`src/hw/rtl/assert_macros.svh`:
```
// assertion helpers for annexb_parameter_set_locator
`ifndef ASSERT_MACROS_SVH
`define ASSERT_MACROS_SVH
`ifndef SYNTHESIS
`define APSL_ASSERT(lbl, clk, rst_n, prop) \
    lbl: assert property (@(posedge clk) disable iff (!rst_n) prop) \
        else $error("%m: check failed");
`define APSL_NEVER(lbl, clk, rst_n, expr) \
    lbl: assert property (@(posedge clk) disable iff (!rst_n) !(expr)) \
        else $error("%m: forbidden condition seen");
`else
`define APSL_ASSERT(lbl, clk, rst_n, prop)
`define APSL_NEVER(lbl, clk, rst_n, expr)
`endif
`endif

```
`src/hw/rtl/apsl_pkg.sv`:
```
package apsl_pkg;

    localparam int MAX_INPUT_DEF = 2048;

    localparam int BYTE_W = 8;
    localparam int CAP_W  = 12;
    localparam int OFF_W  = 11;
    localparam int LEN_W  = 12;
    localparam int TOT_W  = 13;
    localparam int IDX_W  = 2;

    localparam logic [TOT_W-1:0] TOTAL_CAP = 13'd4096;
    localparam logic [CAP_W-1:0] CAP_RESET = 12'd256;

    // nal header masks
    localparam logic [7:0] H265_TYPE_MASK = 8'h7E;
    localparam logic [7:0] H265_HDR1_ZERO = 8'h81;
    localparam logic [7:0] H265_HDR2_ZERO = 8'hF8;

    localparam logic [4:0] H264_TYPE_SPS = 5'd7;
    localparam logic [4:0] H264_TYPE_PPS = 5'd8;
    localparam logic [5:0] H265_TYPE_VPS = 6'd32;
    localparam logic [5:0] H265_TYPE_SPS = 6'd33;
    localparam logic [5:0] H265_TYPE_PPS = 6'd34;

    typedef enum logic [1:0] {
        MODE_H264 = 2'd0,
        MODE_H265 = 2'd1,
        MODE_AV1  = 2'd2,
        MODE_NONE = 2'd3
    } t_mode;

    typedef enum logic [IDX_W-1:0] {
        REG_MODE    = 2'd0,
        REG_VPS_CAP = 2'd1,
        REG_SPS_CAP = 2'd2,
        REG_PPS_CAP = 2'd3
    } t_reg_idx;

    typedef enum logic [1:0] {
        KIND_VPS  = 2'd0,
        KIND_SPS  = 2'd1,
        KIND_PPS  = 2'd2,
        KIND_NONE = 2'd3
    } t_kind;

    // outcome of closing one unit
    typedef struct packed {
        logic  hit;
        logic  err;
        t_kind kind;
    } t_close;

endpackage

```
`src/hw/rtl/apsl_byte_if.sv`:
```
interface apsl_byte_if;
    logic                         valid;
    logic                         ready;
    logic [apsl_pkg::BYTE_W-1:0]  data_byte;
    logic                         last_byte;

    modport source (output valid, data_byte, last_byte, input ready);
    modport sink (input valid, data_byte, last_byte, output ready);
endinterface

```
`src/hw/rtl/apsl_res_if.sv`:
```
interface apsl_res_if;
    logic                        valid;
    logic                        ready;
    logic [apsl_pkg::OFF_W-1:0]  vps_offset;
    logic [apsl_pkg::LEN_W-1:0]  vps_length;
    logic [apsl_pkg::OFF_W-1:0]  sps_offset;
    logic [apsl_pkg::LEN_W-1:0]  sps_length;
    logic [apsl_pkg::OFF_W-1:0]  pps_offset;
    logic [apsl_pkg::LEN_W-1:0]  pps_length;
    logic                        status;

    modport source (
        output valid, vps_offset, vps_length, sps_offset, sps_length,
               pps_offset, pps_length, status,
        input  ready
    );
    modport sink (
        input  valid, vps_offset, vps_length, sps_offset, sps_length,
               pps_offset, pps_length, status,
        output ready
    );
endinterface

```
`src/hw/rtl/apsl_close.sv`:
```
module apsl_close #(
    parameter int LW = apsl_pkg::LEN_W
) (
    input  apsl_pkg::t_mode              i_mode,
    input  logic [apsl_pkg::CAP_W-1:0]   i_vps_cap,
    input  logic [apsl_pkg::CAP_W-1:0]   i_sps_cap,
    input  logic [apsl_pkg::CAP_W-1:0]   i_pps_cap,
    input  logic [LW-1:0]                i_start,
    input  logic [LW-1:0]                i_end,
    input  logic                         i_code4,
    input  logic [7:0]                   i_hdr1,
    input  logic [7:0]                   i_hdr2,
    output apsl_pkg::t_close             o_res,
    output logic [apsl_pkg::OFF_W-1:0]   o_off,
    output logic [apsl_pkg::LEN_W-1:0]   o_len
);

    logic [LW-1:0]                len;
    logic [LW-1:0]                code_len;
    logic [4:0]                   t264;
    logic [5:0]                   t265;
    logic [apsl_pkg::CAP_W-1:0]   cap;
    apsl_pkg::t_kind              kind;
    logic                         over;

    assign len      = i_end - i_start;
    assign code_len = i_code4 ? LW'(4) : LW'(3);
    assign t264     = i_hdr1[4:0];
    assign t265     = 6'((i_hdr1 & apsl_pkg::H265_TYPE_MASK) >> 1);

    always_comb begin
        kind = apsl_pkg::KIND_NONE;
        if (len > LW'(3)) begin
            unique case (i_mode)
                apsl_pkg::MODE_H264: begin
                    if (len >= code_len + LW'(1)) begin
                        if (t264 == apsl_pkg::H264_TYPE_SPS) begin
                            kind = apsl_pkg::KIND_SPS;
                        end else if (t264 == apsl_pkg::H264_TYPE_PPS) begin
                            kind = apsl_pkg::KIND_PPS;
                        end
                    end
                end
                apsl_pkg::MODE_H265: begin
                    // forbidden and layer id bits must be clear
                    if (len >= code_len + LW'(2)
                            && (i_hdr1 & apsl_pkg::H265_HDR1_ZERO) == 8'h00
                            && (i_hdr2 & apsl_pkg::H265_HDR2_ZERO) == 8'h00) begin
                        if (t265 == apsl_pkg::H265_TYPE_VPS) begin
                            kind = apsl_pkg::KIND_VPS;
                        end else if (t265 == apsl_pkg::H265_TYPE_SPS) begin
                            kind = apsl_pkg::KIND_SPS;
                        end else if (t265 == apsl_pkg::H265_TYPE_PPS) begin
                            kind = apsl_pkg::KIND_PPS;
                        end
                    end
                end
                apsl_pkg::MODE_AV1, apsl_pkg::MODE_NONE: begin
                    kind = apsl_pkg::KIND_NONE;
                end
                default: kind = apsl_pkg::KIND_NONE;
            endcase
        end
    end

    always_comb begin
        unique case (kind)
            apsl_pkg::KIND_VPS: cap = i_vps_cap;
            apsl_pkg::KIND_SPS: cap = i_sps_cap;
            apsl_pkg::KIND_PPS: cap = i_pps_cap;
            default:            cap = '0;
        endcase
    end

    assign over       = len > LW'(cap);
    assign o_res.kind = kind;
    assign o_res.hit  = (kind != apsl_pkg::KIND_NONE) && !over;
    assign o_res.err  = (kind != apsl_pkg::KIND_NONE) && over;
    assign o_off      = i_start[apsl_pkg::OFF_W-1:0];
    assign o_len      = len[apsl_pkg::LEN_W-1:0];

endmodule

```
`src/hw/rtl/annexb_parameter_set_locator.sv`:
```
// channel   dir  beat payload                                 ends on
// i_byte    in   data_byte, last_byte                         valid & ready
// o_res     out  vps/sps/pps offset and length, status        valid & ready
// i_cfg_*   in   register index, write data                   i_cfg_we
//
// one byte per cycle unless a last byte waits for a busy output register: a beat is registered, then parsed
// a last_byte beat goes to the input register, then its result to the output register once that is free
// a pending result only stalls the input when the next parsed byte is also a last byte
// i_rst_n is synchronous; reset clears the parse state and sets capacities to 256
`include "assert_macros.svh"

module annexb_parameter_set_locator #(
    parameter int MAX_INPUT = apsl_pkg::MAX_INPUT_DEF
) (
    input  logic                          i_clk,
    input  logic                          i_rst_n,
    input  logic                          i_cfg_we,
    input  logic [apsl_pkg::IDX_W-1:0]    i_cfg_idx,
    input  logic [apsl_pkg::CAP_W-1:0]    i_cfg_data,
    apsl_byte_if.sink                     i_byte,
    apsl_res_if.source                    o_res
);

    localparam int PW = $clog2(MAX_INPUT + 1);
    localparam int LW = (PW > apsl_pkg::LEN_W) ? PW : apsl_pkg::LEN_W;
    localparam int OW = apsl_pkg::OFF_W;
    localparam int NW = apsl_pkg::LEN_W;

    // configuration
    apsl_pkg::t_mode              r_mode;
    logic [apsl_pkg::CAP_W-1:0]   r_vps_cap, r_sps_cap, r_pps_cap;

    // input register
    logic                         r_iv;
    logic [7:0]                   r_ib;
    logic                         r_il;

    // parse state
    logic [23:0]   r_win,    n_win;
    logic [1:0]    r_fill,   n_fill;
    logic [PW-1:0] r_pos,    n_pos;
    logic          r_inside, n_inside;
    logic [PW-1:0] r_start,  n_start;
    logic          r_code4,  n_code4;
    logic [7:0]    r_h1,     n_h1;
    logic [7:0]    r_h2,     n_h2;
    logic [1:0]    r_hseen,  n_hseen;
    logic [OW-1:0] r_off [0:2];
    logic [OW-1:0] n_off [0:2];
    logic [NW-1:0] r_len [0:2];
    logic [NW-1:0] n_len [0:2];
    logic          r_err,    n_err;
    logic [1:0]    r_skip,   n_skip;
    logic [apsl_pkg::TOT_W-1:0] r_total, n_total;

    // output register
    logic          r_ov;
    logic [OW-1:0] r_o_vps_off, r_o_sps_off, r_o_pps_off;
    logic [NW-1:0] r_o_vps_len, r_o_sps_len, r_o_pps_len;
    logic          r_o_status;

    logic          out_free;
    logic          proc;
    logic          parse;
    logic          chk;
    logic          four;
    logic          three;
    logic          det;
    logic [PW:0]   hdr_pos;
    logic [PW:0]   n_code_len;

    apsl_pkg::t_close a_res, b_res;
    logic [OW-1:0] a_off, b_off;
    logic [NW-1:0] a_len, b_len;
    logic [LW-1:0] a_start, a_end, b_start, b_end;
    logic          b_en;

    logic          f_err;
    logic [OW-1:0] f_off [0:2];
    logic [NW-1:0] f_len [0:2];
    logic [OW-1:0] res_vps_off, res_sps_off, res_pps_off;
    logic [NW-1:0] res_vps_len, res_sps_len, res_pps_len;
    logic          res_status;

    assign out_free    = !r_ov || o_res.ready;
    assign proc        = r_iv && (!r_il || out_free);
    assign i_byte.ready = !r_iv || proc;

    always_ff @(posedge i_clk) begin
        if (!i_rst_n) begin
            r_mode    <= apsl_pkg::MODE_H264;
            r_vps_cap <= apsl_pkg::CAP_RESET;
            r_sps_cap <= apsl_pkg::CAP_RESET;
            r_pps_cap <= apsl_pkg::CAP_RESET;
        end else if (i_cfg_we) begin
            unique case (apsl_pkg::t_reg_idx'(i_cfg_idx))
                apsl_pkg::REG_MODE:    r_mode    <= apsl_pkg::t_mode'(i_cfg_data[1:0]);
                apsl_pkg::REG_VPS_CAP: r_vps_cap <= i_cfg_data;
                apsl_pkg::REG_SPS_CAP: r_sps_cap <= i_cfg_data;
                apsl_pkg::REG_PPS_CAP: r_pps_cap <= i_cfg_data;
                default: ;
            endcase
        end
    end

    always_ff @(posedge i_clk) begin
        if (!i_rst_n) begin
            r_iv <= 1'b0;
        end else if (i_byte.ready) begin
            r_iv <= i_byte.valid;
        end
    end

    always_ff @(posedge i_clk) begin
        if (i_byte.ready && i_byte.valid) begin
            r_ib <= i_byte.data_byte;
            r_il <= i_byte.last_byte;
        end
    end

    // start code search over the three previous bytes and the current one
    assign parse = !r_err && (r_pos < PW'(MAX_INPUT));
    assign chk   = parse && (r_fill == 2'd3) && (r_skip == 2'd0);
    assign four  = (r_win == 24'h000000) && (r_ib == 8'h01);
    assign three = (r_win[23:8] == 16'h0000) && (r_win[7:0] == 8'h01);
    assign det   = chk && (four || three);

    // close of the open unit when a new start code shows up
    assign a_start = LW'(r_start);
    assign a_end   = LW'(r_pos) - LW'(3);

    apsl_close #(.LW(LW)) u_close_code (
        .i_mode    (r_mode),
        .i_vps_cap (r_vps_cap),
        .i_sps_cap (r_sps_cap),
        .i_pps_cap (r_pps_cap),
        .i_start   (a_start),
        .i_end     (a_end),
        .i_code4   (r_code4),
        .i_hdr1    (r_h1),
        .i_hdr2    (r_h2),
        .o_res     (a_res),
        .o_off     (a_off),
        .o_len     (a_len)
    );

    always_comb begin
        n_win    = r_win;
        n_fill   = r_fill;
        n_pos    = r_pos;
        n_inside = r_inside;
        n_start  = r_start;
        n_code4  = r_code4;
        n_h1     = r_h1;
        n_h2     = r_h2;
        n_hseen  = r_hseen;
        n_off    = r_off;
        n_len    = r_len;
        n_err    = r_err;
        n_skip   = r_skip;
        n_total  = (r_total < apsl_pkg::TOTAL_CAP) ? r_total + 1'b1 : r_total;
        n_code_len = '0;
        hdr_pos    = '0;

        if (parse) begin
            if (r_fill == 2'd3 && r_skip != 2'd0) begin
                n_skip = r_skip - 2'd1;
            end
            if (det) begin
                if (r_inside) begin
                    for (int k = 0; k < 3; k++) begin
                        if (a_res.hit && a_res.kind == apsl_pkg::t_kind'(k)) begin
                            n_off[k] = a_off;
                            n_len[k] = a_len;
                        end
                    end
                    if (a_res.err) begin
                        n_err = 1'b1;
                    end
                end
                n_inside = 1'b1;
                n_start  = r_pos - PW'(3);
                n_code4  = four;
                n_hseen  = 2'd0;
                n_h1     = 8'h00;
                n_h2     = 8'h00;
                n_skip   = four ? 2'd3 : 2'd2;
            end
            // header bytes sit right after the start code
            n_code_len = n_code4 ? (PW+1)'(4) : (PW+1)'(3);
            hdr_pos    = (PW+1)'(n_start) + n_code_len + (PW+1)'(n_hseen);
            if (n_inside && n_hseen < 2'd2 && (PW+1)'(r_pos) == hdr_pos) begin
                if (n_hseen == 2'd0) begin
                    n_h1 = r_ib;
                end else begin
                    n_h2 = r_ib;
                end
                n_hseen = n_hseen + 2'd1;
            end
            n_win = {r_win[15:0], r_ib};
            if (r_fill != 2'd3) begin
                n_fill = r_fill + 2'd1;
            end
            n_pos = r_pos + PW'(1);
        end
    end

    // close of the open unit at the end of the blob
    assign b_start = LW'(n_start);
    assign b_end   = LW'(n_pos);
    assign b_en    = !n_err && n_inside;

    apsl_close #(.LW(LW)) u_close_end (
        .i_mode    (r_mode),
        .i_vps_cap (r_vps_cap),
        .i_sps_cap (r_sps_cap),
        .i_pps_cap (r_pps_cap),
        .i_start   (b_start),
        .i_end     (b_end),
        .i_code4   (n_code4),
        .i_hdr1    (n_h1),
        .i_hdr2    (n_h2),
        .o_res     (b_res),
        .o_off     (b_off),
        .o_len     (b_len)
    );

    always_comb begin
        f_err = n_err || (b_en && b_res.err);
        f_off = n_off;
        f_len = n_len;
        for (int k = 0; k < 3; k++) begin
            if (b_en && b_res.hit && b_res.kind == apsl_pkg::t_kind'(k)) begin
                f_off[k] = b_off;
                f_len[k] = b_len;
            end
        end
    end

    always_comb begin
        res_vps_off = '0;
        res_sps_off = '0;
        res_pps_off = '0;
        res_vps_len = '0;
        res_sps_len = '0;
        res_pps_len = '0;
        res_status  = 1'b0;
        unique case (r_mode)
            apsl_pkg::MODE_H264, apsl_pkg::MODE_H265: begin
                if (f_err) begin
                    res_status = 1'b1;
                end else begin
                    res_vps_off = f_off[apsl_pkg::KIND_VPS];
                    res_vps_len = f_len[apsl_pkg::KIND_VPS];
                    res_sps_off = f_off[apsl_pkg::KIND_SPS];
                    res_sps_len = f_len[apsl_pkg::KIND_SPS];
                    res_pps_off = f_off[apsl_pkg::KIND_PPS];
                    res_pps_len = f_len[apsl_pkg::KIND_PPS];
                end
            end
            apsl_pkg::MODE_AV1: begin
                // whole blob is the sequence header
                if (n_total > apsl_pkg::TOT_W'(r_sps_cap)) begin
                    res_status = 1'b1;
                end else begin
                    res_sps_len = n_total[NW-1:0];
                end
            end
            apsl_pkg::MODE_NONE: res_status = 1'b0;
            default:             res_status = 1'b0;
        endcase
    end

    always_ff @(posedge i_clk) begin
        if (!i_rst_n || (proc && r_il)) begin
            r_win    <= '0;
            r_fill   <= '0;
            r_pos    <= '0;
            r_inside <= 1'b0;
            r_start  <= '0;
            r_code4  <= 1'b0;
            r_h1     <= '0;
            r_h2     <= '0;
            r_hseen  <= '0;
            r_err    <= 1'b0;
            r_skip   <= '0;
            r_total  <= '0;
            for (int k = 0; k < 3; k++) begin
                r_off[k] <= '0;
                r_len[k] <= '0;
            end
        end else if (proc) begin
            r_win    <= n_win;
            r_fill   <= n_fill;
            r_pos    <= n_pos;
            r_inside <= n_inside;
            r_start  <= n_start;
            r_code4  <= n_code4;
            r_h1     <= n_h1;
            r_h2     <= n_h2;
            r_hseen  <= n_hseen;
            r_err    <= n_err;
            r_skip   <= n_skip;
            r_total  <= n_total;
            r_off    <= n_off;
            r_len    <= n_len;
        end
    end

    always_ff @(posedge i_clk) begin
        if (!i_rst_n) begin
            r_ov <= 1'b0;
        end else if (proc && r_il) begin
            r_ov <= 1'b1;
        end else if (o_res.ready) begin
            r_ov <= 1'b0;
        end
    end

    always_ff @(posedge i_clk) begin
        if (proc && r_il) begin
            r_o_vps_off <= res_vps_off;
            r_o_vps_len <= res_vps_len;
            r_o_sps_off <= res_sps_off;
            r_o_sps_len <= res_sps_len;
            r_o_pps_off <= res_pps_off;
            r_o_pps_len <= res_pps_len;
            r_o_status  <= res_status;
        end
    end

    assign o_res.valid      = r_ov;
    assign o_res.vps_offset = r_o_vps_off;
    assign o_res.vps_length = r_o_vps_len;
    assign o_res.sps_offset = r_o_sps_off;
    assign o_res.sps_length = r_o_sps_len;
    assign o_res.pps_offset = r_o_pps_off;
    assign o_res.pps_length = r_o_pps_len;
    assign o_res.status     = r_o_status;

    `APSL_ASSERT(a_res_from_last, i_clk, i_rst_n, $rose(r_ov) |-> $past(r_iv && r_il))
    `APSL_ASSERT(a_err_no_len, i_clk, i_rst_n,
        (r_ov && r_o_status)
            |-> (r_o_vps_len == '0 && r_o_sps_len == '0 && r_o_pps_len == '0))
    `APSL_ASSERT(a_skip_full_win, i_clk, i_rst_n, (r_skip != 2'd0) |-> (r_fill == 2'd3))
    `APSL_NEVER(a_hseen_range, i_clk, i_rst_n, r_hseen == 2'd3)
    `APSL_ASSERT(a_clear_after_last, i_clk, i_rst_n,
        (proc && r_il) |=> (r_pos == '0 && !r_inside && !r_err))

endmodule

```
`src/flat_wrapper.sv`:
```
// flat-port wrapper written by rule: the top's interface ports become plain ports
module annexb_parameter_set_locator_flat 
#(
    parameter int MAX_INPUT = apsl_pkg::MAX_INPUT_DEF
)
  (i_clk, i_rst_n, i_cfg_we, i_cfg_idx, i_cfg_data, i_byte_valid, i_byte_data_byte, i_byte_last_byte, i_byte_ready, o_res_valid, o_res_vps_offset, o_res_vps_length, o_res_sps_offset, o_res_sps_length, o_res_pps_offset, o_res_pps_length, o_res_status, o_res_ready);
  apsl_byte_if i_byte_i ();
  apsl_res_if o_res_i ();
  input  logic i_clk;
  input  logic i_rst_n;
  input  logic i_cfg_we;
  input  logic [apsl_pkg::IDX_W-1:0] i_cfg_idx;
  input  logic [apsl_pkg::CAP_W-1:0] i_cfg_data;
  input wire logic [$bits(i_byte_i.valid)-1:0] i_byte_valid;
  input wire logic [$bits(i_byte_i.data_byte)-1:0] i_byte_data_byte;
  input wire logic [$bits(i_byte_i.last_byte)-1:0] i_byte_last_byte;
  output wire logic [$bits(i_byte_i.ready)-1:0] i_byte_ready;
  output wire logic [$bits(o_res_i.valid)-1:0] o_res_valid;
  output wire logic [$bits(o_res_i.vps_offset)-1:0] o_res_vps_offset;
  output wire logic [$bits(o_res_i.vps_length)-1:0] o_res_vps_length;
  output wire logic [$bits(o_res_i.sps_offset)-1:0] o_res_sps_offset;
  output wire logic [$bits(o_res_i.sps_length)-1:0] o_res_sps_length;
  output wire logic [$bits(o_res_i.pps_offset)-1:0] o_res_pps_offset;
  output wire logic [$bits(o_res_i.pps_length)-1:0] o_res_pps_length;
  output wire logic [$bits(o_res_i.status)-1:0] o_res_status;
  input wire logic [$bits(o_res_i.ready)-1:0] o_res_ready;
  assign i_byte_i.valid = i_byte_valid;
  assign i_byte_i.data_byte = i_byte_data_byte;
  assign i_byte_i.last_byte = i_byte_last_byte;
  assign i_byte_ready = i_byte_i.ready;
  assign o_res_valid = o_res_i.valid;
  assign o_res_vps_offset = o_res_i.vps_offset;
  assign o_res_vps_length = o_res_i.vps_length;
  assign o_res_sps_offset = o_res_i.sps_offset;
  assign o_res_sps_length = o_res_i.sps_length;
  assign o_res_pps_offset = o_res_i.pps_offset;
  assign o_res_pps_length = o_res_i.pps_length;
  assign o_res_status = o_res_i.status;
  assign o_res_i.ready = o_res_ready;
  annexb_parameter_set_locator #(.MAX_INPUT(MAX_INPUT)) u_core (.i_clk(i_clk), .i_rst_n(i_rst_n), .i_cfg_we(i_cfg_we), .i_cfg_idx(i_cfg_idx), .i_cfg_data(i_cfg_data), .i_byte(i_byte_i), .o_res(o_res_i));
endmodule
```
`config.mk`:
```
export PLATFORM = sky130hd
export DESIGN_NAME = annexb_parameter_set_locator_flat
export DESIGN_NICKNAME = d
export VERILOG_FILES = /design/src/hw/rtl/apsl_pkg.sv /design/src/hw/rtl/apsl_byte_if.sv /design/src/hw/rtl/apsl_res_if.sv /design/src/hw/rtl/apsl_close.sv /design/src/hw/rtl/annexb_parameter_set_locator.sv /design/src/flat_wrapper.sv
export VERILOG_INCLUDE_DIRS = /design/src /design/src/hw/rtl
export SDC_FILE = /design/constraint.sdc
export NUM_CORES = 1
export LEC_CHECK = 0
export BUFFER_PORTS_ARGS = -buffer_cell sky130_fd_sc_hd__buf_2
export CORE_ASPECT_RATIO = 0.6
export CORE_MARGIN = 1
export CORE_UTILIZATION = 28
export CTS_CLUSTER_DIAMETER = 100
export DETAILED_ROUTE_END_ITERATION = 8
export GPL_TIMING_DRIVEN = 1
export MAX_ROUTING_LAYER = met4
export SLEW_MARGIN = 25
export SYNTH_ARGS = -nofsm -noshare
export SYNTH_HDL_FRONTEND = slang
export SYNTH_SLANG_ARGS = --single-unit
```
`constraint.sdc`:
```
create_clock -name i_clk -period 10.9 [get_ports i_clk]
set_input_delay 0.545 -clock i_clk [delete_from_list [all_inputs] [get_ports i_clk]]
set_output_delay 0.545 -clock i_clk [all_outputs]
set_load 0.1 [all_outputs]
```
* Word level (Yosys, flattened, before mapping)
Cells that the tools add are included.
** Storage, ports and cells
- Bits in registers :: 274
- Latch bits :: 0
- Bits in writable memories :: 0
- ROM bits :: 0
- Input bits :: 28
- Output and inout port bits :: 72
- Word-level logic and storage cells :: 234
- Memories :: 0
** Cells by class
- $add $sub $neg :: 14
- Multipliers :: 0
- Div/mod/pow operators :: 0
- Order comparisons :: 12
- Equality and inequality tests :: 27
- Shifts and indexed selects :: 0
- Multiplexer cells :: 78
- Bitwise logic cells :: 1
- Reductions and logical operators :: 68
** Operators with widths (number)
- $mux W12 :: 12
- $mux W36 :: 3
- $mux W33 :: 3
- $pmux W12 S3 :: 2
- $mux W11 :: 6
- $mux W8 :: 8
- $ge A12 B4 Y1 :: 4
- $eq A6 B6 Y1 const B :: 6
- $mux W2 :: 17
- $logic_not A8 Y1 :: 4
- $logic_and A1 B1 Y1 :: 29
- $gt A12 B12 Y1 :: 2
- $gt A12 B2 Y1 const B :: 2
- $logic_not A24 Y1 :: 1
- $pmux W12 S2 :: 1
- $sub A12 B12 Y12 :: 2
- $mux W1 :: 19
- $eq A8 B1 Y1 const B :: 2
- $logic_not A16 Y1 :: 1
- $eq A2 B2 Y1 const B :: 7
- $add A12 B13 Y13 :: 1
- $add A13 B1 Y13 const B :: 1
- $add A13 B2 Y13 :: 1
- $eq A12 B13 Y1 :: 1
- 26 further kinds :: 65

* Depth between registers and ports, before layout
- Depth in word-level cells :: 31
- Depth in mapped cells :: 45
- Gate-level depth less buffers :: 40

* Modules after synthesis
A second synthesis with hierarchy kept.
** Unflattened totals
- Cell total of the unflattened synthesis :: 2026
- Area, all modules :: 16761.1 um2
** Modules (own cells, without submodules)
- annexb_parameter_set_locator :: times used 1, cells an instance 1588, area an instance 13518.0 um2
- apsl_close (u_core.u_close_code) :: times used 1, cells an instance 227, area an instance 1656.6 um2
- apsl_close (u_core.u_close_end) :: times used 1, cells an instance 211, area an instance 1586.5 um2

* Worst setup path before layout
No wires, ideal clock.
- Kind :: reg-to-reg
- Start point :: reg u_core.r_ib[3]
- End point :: reg u_core.r_o_vps_off[10] (netlist: u_core.o_res.vps_offset[10]) (data pin)
- Setup time :: 0.281 ns
- Arrival time :: 8.795 ns
- Slack :: 1.824 ns
- Stages on the path, launching flop included :: 39
- Buffers on the path :: 6
- Path through :: edfxtp_1 > nor4_1 > a21oi_1 > nor4_2 > buf_4 > buf_2 > buf_1 > clkbuf_1 > nand2_1 > and2_1 > fa_1 > ha_1 > inv_1 > fa_1 > nor2b_1 > a2bb2o_1 > xnor2_1 > mux2i_1 > [... 3 more ...] > o311a_1 > or4_4 > o21bai_1 > nor2_1 > clkbuf_1 > a21oi_1 > ha_1 > a21o_1 > a21o_1 > a21oi_1 > nor2_1 > a2111oi_0 > nor2_1 > nor3_1 > nand2_1 > nor4_4 > buf_2 > a211oi_2
** On the way
- Longest elaborated chain between the ends :: 28
- Elaborated cells on any way between the ends :: 77
- Those cells by class :: 5 x add/sub; 5 x order compare; 10 x eq/ne; 36 x mux; 21 x reduce/logical
** Ends and longest elaborated chain
- start, declared :: RTL line annexb_parameter_set_locator.sv:35 : logic [7:0] r_ib;
- start signal, assigned :: RTL line annexb_parameter_set_locator.sv:116 : r_ib <= i_byte.data_byte;
- $eq A8 B1 Y1 :: RTL line annexb_parameter_set_locator.sv:124 : assign four = (r_win == 24'h000000) && (r_ib == 8'h01);
- $logic_and A1 B1 Y1 :: RTL line annexb_parameter_set_locator.sv:124
- $logic_or A1 B1 Y1 :: RTL line annexb_parameter_set_locator.sv:126 : assign det = chk && (four || three);
- $logic_and A1 B1 Y1 :: RTL line annexb_parameter_set_locator.sv:126
- $mux W1 :: RTL line annexb_parameter_set_locator.sv:169 : if (det) begin
- $mux W1 :: RTL line annexb_parameter_set_locator.sv:165 : if (parse) begin
- $mux W3 :: RTL line annexb_parameter_set_locator.sv:190 : n_code_len = n_code4 ? (PW+1)'(4) : (PW+1)'(3);
- $add A12 B13 Y13 :: RTL line annexb_parameter_set_locator.sv:191 : hdr_pos = (PW+1)'(n_start) + n_code_len + (PW+1)'(n_hseen);
- [... 11 more ...]
- $mux W2 :: RTL line apsl_close.sv:33 : if (len > LW'(3)) begin
- $eq A2 B2 Y1 (tied with other cells) :: RTL line apsl_close.sv:67 : unique case (kind)
- $pmux W12 S3 :: RTL line apsl_close.sv:67
- $gt A12 B12 Y1 :: RTL line apsl_close.sv:75 : assign over = len > LW'(cap);
- $logic_not A1 Y1 :: RTL line apsl_close.sv:77 : assign o_res.hit = (kind != apsl_pkg::KIND_NONE) && !over;
- $logic_and A1 B1 Y1 :: RTL line apsl_close.sv:77
- $logic_and A1 B1 Y1 (2 in series) :: RTL line annexb_parameter_set_locator.sv:233 : if (b_en && b_res.hit && b_res.kind == apsl_pkg::t_kind'(k)) begin
- $mux W11 :: RTL line annexb_parameter_set_locator.sv:233
- end signal, assigned :: RTL line annexb_parameter_set_locator.sv:322 : r_o_vps_off <= res_vps_off;
- end, declared :: RTL line annexb_parameter_set_locator.sv:58 : logic [OW-1:0] r_o_vps_off, r_o_sps_off, r_o_pps_off;
Parallel ways exist; a longest one is shown, timed or not. The select of a mux whose other input is x is not followed.
A chain may end at the register's enable or synchronous reset.

* Worst setup path after layout
- Start point :: reg u_core.r_ib[4]
- End point :: reg u_core.r_o_pps_off[1] (netlist: u_core.o_res.pps_offset[1]) (data pin)
** On the way
- Longest elaborated chain between the ends :: 28
- Elaborated cells on any way between the ends :: 77
- Those cells by class :: 5 x add/sub; 5 x order compare; 10 x eq/ne; 36 x mux; 21 x reduce/logical
** Ends and longest elaborated chain
- $eq A8 B1 Y1 :: RTL line annexb_parameter_set_locator.sv:124
- $logic_and A1 B1 Y1 :: RTL line annexb_parameter_set_locator.sv:124
- $logic_or A1 B1 Y1 :: RTL line annexb_parameter_set_locator.sv:126
- $logic_and A1 B1 Y1 :: RTL line annexb_parameter_set_locator.sv:126
- $mux W1 :: RTL line annexb_parameter_set_locator.sv:169
- $mux W1 :: RTL line annexb_parameter_set_locator.sv:165
- $mux W3 :: RTL line annexb_parameter_set_locator.sv:190
- $add A12 B13 Y13 :: RTL line annexb_parameter_set_locator.sv:191
- [... 11 more ...]
- $mux W2 :: RTL line apsl_close.sv:33
- $eq A2 B2 Y1 (tied with other cells) :: RTL line apsl_close.sv:67, annexb_parameter_set_locator.sv:233
- $pmux W12 S3 :: RTL line apsl_close.sv:67
- $gt A12 B12 Y1 :: RTL line apsl_close.sv:75
- $logic_not A1 Y1 :: RTL line apsl_close.sv:77
- $logic_and A1 B1 Y1 :: RTL line apsl_close.sv:77
- $logic_and A1 B1 Y1 (2 in series) :: RTL line annexb_parameter_set_locator.sv:233
- $mux W11 :: RTL line annexb_parameter_set_locator.sv:233
- end signal, assigned :: RTL line annexb_parameter_set_locator.sv:326 : r_o_pps_off <= res_pps_off;
- end, declared :: RTL line annexb_parameter_set_locator.sv:58
Parallel ways exist; a longest one is shown, timed or not. The select of a mux whose other input is x is not followed.

==> flow_summary_export.csv <==
group,metric,value,unit
drt,first_pass_iters,5,
sta,worst_hold_slack,0.161,ns
cells_and_area,synthToLayoutAreaGrowth,14.2,%
power_and_ir_drop,pwr-share-seq,0.452,
clocking,clk_pin_slew,0.06,ns
yosys,synth.most_common_cell,"nand2_1",
power_and_ir_drop,p_per_area,129,nW/µm²
global_route,grt_util_all_layers,0.180,
drt,antenna_left,0,
power_and_ir_drop,power_frac_clock,0.429,
sta,fin_crit_sh,0.938,
power_and_ir_drop,p_comb_frac,0.119,
clocking,cts_sinks,271,
drt,vias,14100,
cells_and_area,fin_area,18400,µm²
power_and_ir_drop,p_leak,0.00662,µW
power_and_ir_drop,switching_share,0.277,
sta,final_hold_viol_count,0,
yosys,synth-seq-cells,271,
drt,vias_per_cell,5.17,
yosys,synth_area,16100,µm²
yosys,synth_top_area_frac,0.239,
yosys,seq_area_frac_synth,0.386,
sta,period_minus_slack,10.22,ns
floorplan,initial_core_util,0.286,
critical_path,slowest_stage,"nor4_1",
floorplan,num_rows,67,
global_route,grt_pass1_wl,79800,µm
clocking,cts_tree,"done",
yosys,synthTopCellsByCount,"nand2_1 (365), dfxtp_1 (192), a21oi_1 (164)",
sta,fin_tns_setup,0,ns
placed_design,numPortBuffers,99,
yosys,syn_inst,1887,
power_and_ir_drop,p_int,1710,µW
drt,drc,0,
run,maxCapViolCount,0,
clocking,cts_buffer_depth,3,
floorplan,die_area,58500,µm²
yosys,ys_top_cells_by_area,"dfxtp_1 (24%), edfxtp_1 (15%), nand2_1 (8.5%)",
critical_path,crit_path_start_kind,"flop",
global_route,grt_max_degree,106,
yosys,synth_edf_count,79,
sta,setup_viol,0,
floorplan,fp.dieW,311,µm
status,status,"finished clean",
placed_design,place_hpwl,38700,µm
min_path,hold_path.class,"in2reg",
yosys,yosys_warnings,0,
power_and_ir_drop,p_total,2370,µW
drt,wl_per_cell,19.2,µm
yosys,synth.distinct_cells,86,
global_route,grt-ovfl-total,0,
yosys,synth_top_area_cell,"dfxtp_1",
cells_and_area,drive_gt1_frac,0.135,
sta,slew_headroom,0.230,
cells_and_area,antennaDiodeCount,0,
placed_design,place_ws,0.944,ns
sta,tightest_slew,1.15,ns
cells_and_area,nNetsFinal,2051,
sta,skew,0.0167,ns
floorplan,die_height,188,µm
placed_design,placed_area,17400,µm²
cells_and_area,fillers,5852,
clocking,htreeDepth,1,
global_route,antenna_found_initial,0,
critical_path,worst_setup_path_end_kind,"flop",
critical_path,crit_top_cell,"buf_4",
power_and_ir_drop,ir_drop,0.114,mV
yosys,syn-num-nets,1993,
floorplan,coreArea,56300,µm²
placed_design,place.gp.congestion,0.948,
floorplan,ios,100,
clocking,insertion_delay,0.58,ns
global_route,grt_pass1_vias,13000,
sta,fmax,97.8,MHz
drt,wirelength,52300,µm
critical_path,crit_type,"reg2reg",
critical_path,worst_ep_arrival_time,10.52,ns
critical_path,crit_required,11.20,ns
sta,final-max-slew-violation-count,0,
clocking,cts_buffers,28,
critical_path,critPathMaxStageDelay,0.65,ns
clocking,root_buffer,"clkbuf_16",
yosys,async_reset_ff_frac,0,
drt,drtIter0Drc,1382,
sta,rsz0062_at_grt,"false",
yosys,synth-main-ff-cell,"dfxtp_1",
power_and_ir_drop,p_switching,657,µW
sta,setup_ws,0.675,ns
yosys,avgSynthCellArea,8.53,µm²
critical_path,cp_max_fo,70,
[power by group through the flow]
stage | clock, µW | sequential (µW) | combinational (µW)
global placement | 0 | 1090 | 274
floorplan | 0 | 1120 | 149
detailed placement | 0 | 1090 | 277
global route | 1070 | 1070 | 303
finish | 1020 | 1070 | 282
CTS | 1030 | 1070 | 278
[layout by cell type (no fill, tap or decap), drive strengths merged, types with 8 or more instances in the layout]
cell type	count
a21o	14
nor4	19
a21oi	164
ha	73
nor3	24
a21boi	36
nand3	27
buf	151
and2	32
o21ai	37
o21a	15
xor2	37
a211o	9
clkbuf	33
clkinv	12
nand2	365
or3	10
or4	8
dfxtp	192
xnor2	55
o2bb2ai	9
nor2b	24
nor2	162
edfxtp	79
nand2b	10
a211oi	106
inv	69
mux2i	68
mux2	16
and3	10
nand4	21
[worst paths after layout]
kind                            startpoint                                        to  slack (ns)  cells after the start
max               u_core.r_ib[4]$_DFFE_PP_  u_core.o_res.pps_offset[1]$_SDFFCE_PP0P_        0.68                     39
min                    i_byte_data_byte[7]                  u_core.r_ib[7]$_DFFE_PP_        0.16                      1
max reg2reg       u_core.r_ib[4]$_DFFE_PP_  u_core.o_res.pps_offset[1]$_SDFFCE_PP0P_        0.68                     39
min reg2reg  u_core.r_off[22]$_SDFFE_PP0P_             u_core.r_off[22]$_SDFFE_PP0P_        0.44                      2
[registers in the layout (all words and copies together), names as in the netlist, 2 cells and up]
register	cells
u_core.a_start	12
u_core.r_win	24
u_core.r_mode	2
u_core.r_h2	5
u_core.r_h1	8
u_core.r_vps_cap	12
u_core.r_hseen	2
u_core.o_res.vps_length	12
u_core.r_sps_cap	12
u_core.o_res.pps_length	12
u_core.o_res.vps_offset	11
u_core.r_pos	12
u_core.r_total	13
u_core.r_len	36
u_core.o_res.pps_offset	11
u_core.o_res.sps_length	12
u_core.r_ib	8
u_core.r_skip	2
u_core.r_off	33
u_core.r_fill	2
u_core.r_pps_cap	12
u_core.o_res.sps_offset	11
[area by class of cell]
type | count | area [µm²] | share of cell area
multi-input combinational | 1427 | 9090 | 0.495
sequential | 271 | 6220 | 0.338
tap | 759 | 950 | 0.0517
timing repair buffer | 151 | 915 | 0.0498
clock buffer | 33 | 771 | 0.0420
inverter | 66 | 248 | 0.0135
clock inverter | 19 | 180 | 0.00981
[stage by stage]
step,cells,util
5_1_grt,2726,0.327
4_1_cts,2726,0.326
3_5_place_dp,2674,0.309
6_report,2726,0.327
3_3_place_gp,2674,0.309
2_1_floorplan,1887,-
[what timing repair did]
| action | in CTS | in global routing |
|---|---|---|
| hold buffers | 0 | 0 |
| setup buffers | 0 | 0 |
| endpoints found under the setup margin | 0 | 1 |
| gates resized for setup | 0 | 1 |
[worst max-delay path, delay by kind of cell (launching register included)]
family / cells / cell delay [ns]
mux: 1 / 0.11
flops: 1 / 0.52
fa+ha+maj: 4 / 1.32
buf+inv: 6 / 1.10
compound gates: 12 / 3.01
simple gates: 15 / 3.63
xor+xnor: 1 / 0.15
[layer usage]
| metal | global-route usage | part of all wire | vias up |
|---|---|---|---|
| met5 | - | 0 | - |
| met4 | 0.0345 | 0.016 | 0 |
| met3 | 0.0315 | 0.090 | 55 |
| met2 | 0.231 | 0.38 | 577 |
| met1 | 0.282 | 0.51 | 6749 |
| li1 | - | - | 6720 |
[kinds of logic after synthesis]
kind of cell,after synthesis,share of synthesized area
compound gates,432,0.182
buf+inv,189,0.0517
simple gates,741,0.212
flops,271,0.386
xor+xnor,92,0.0501
mux,84,0.0543
fa+ha+maj,78,0.0630
Power figures use the tool's default switching activity.
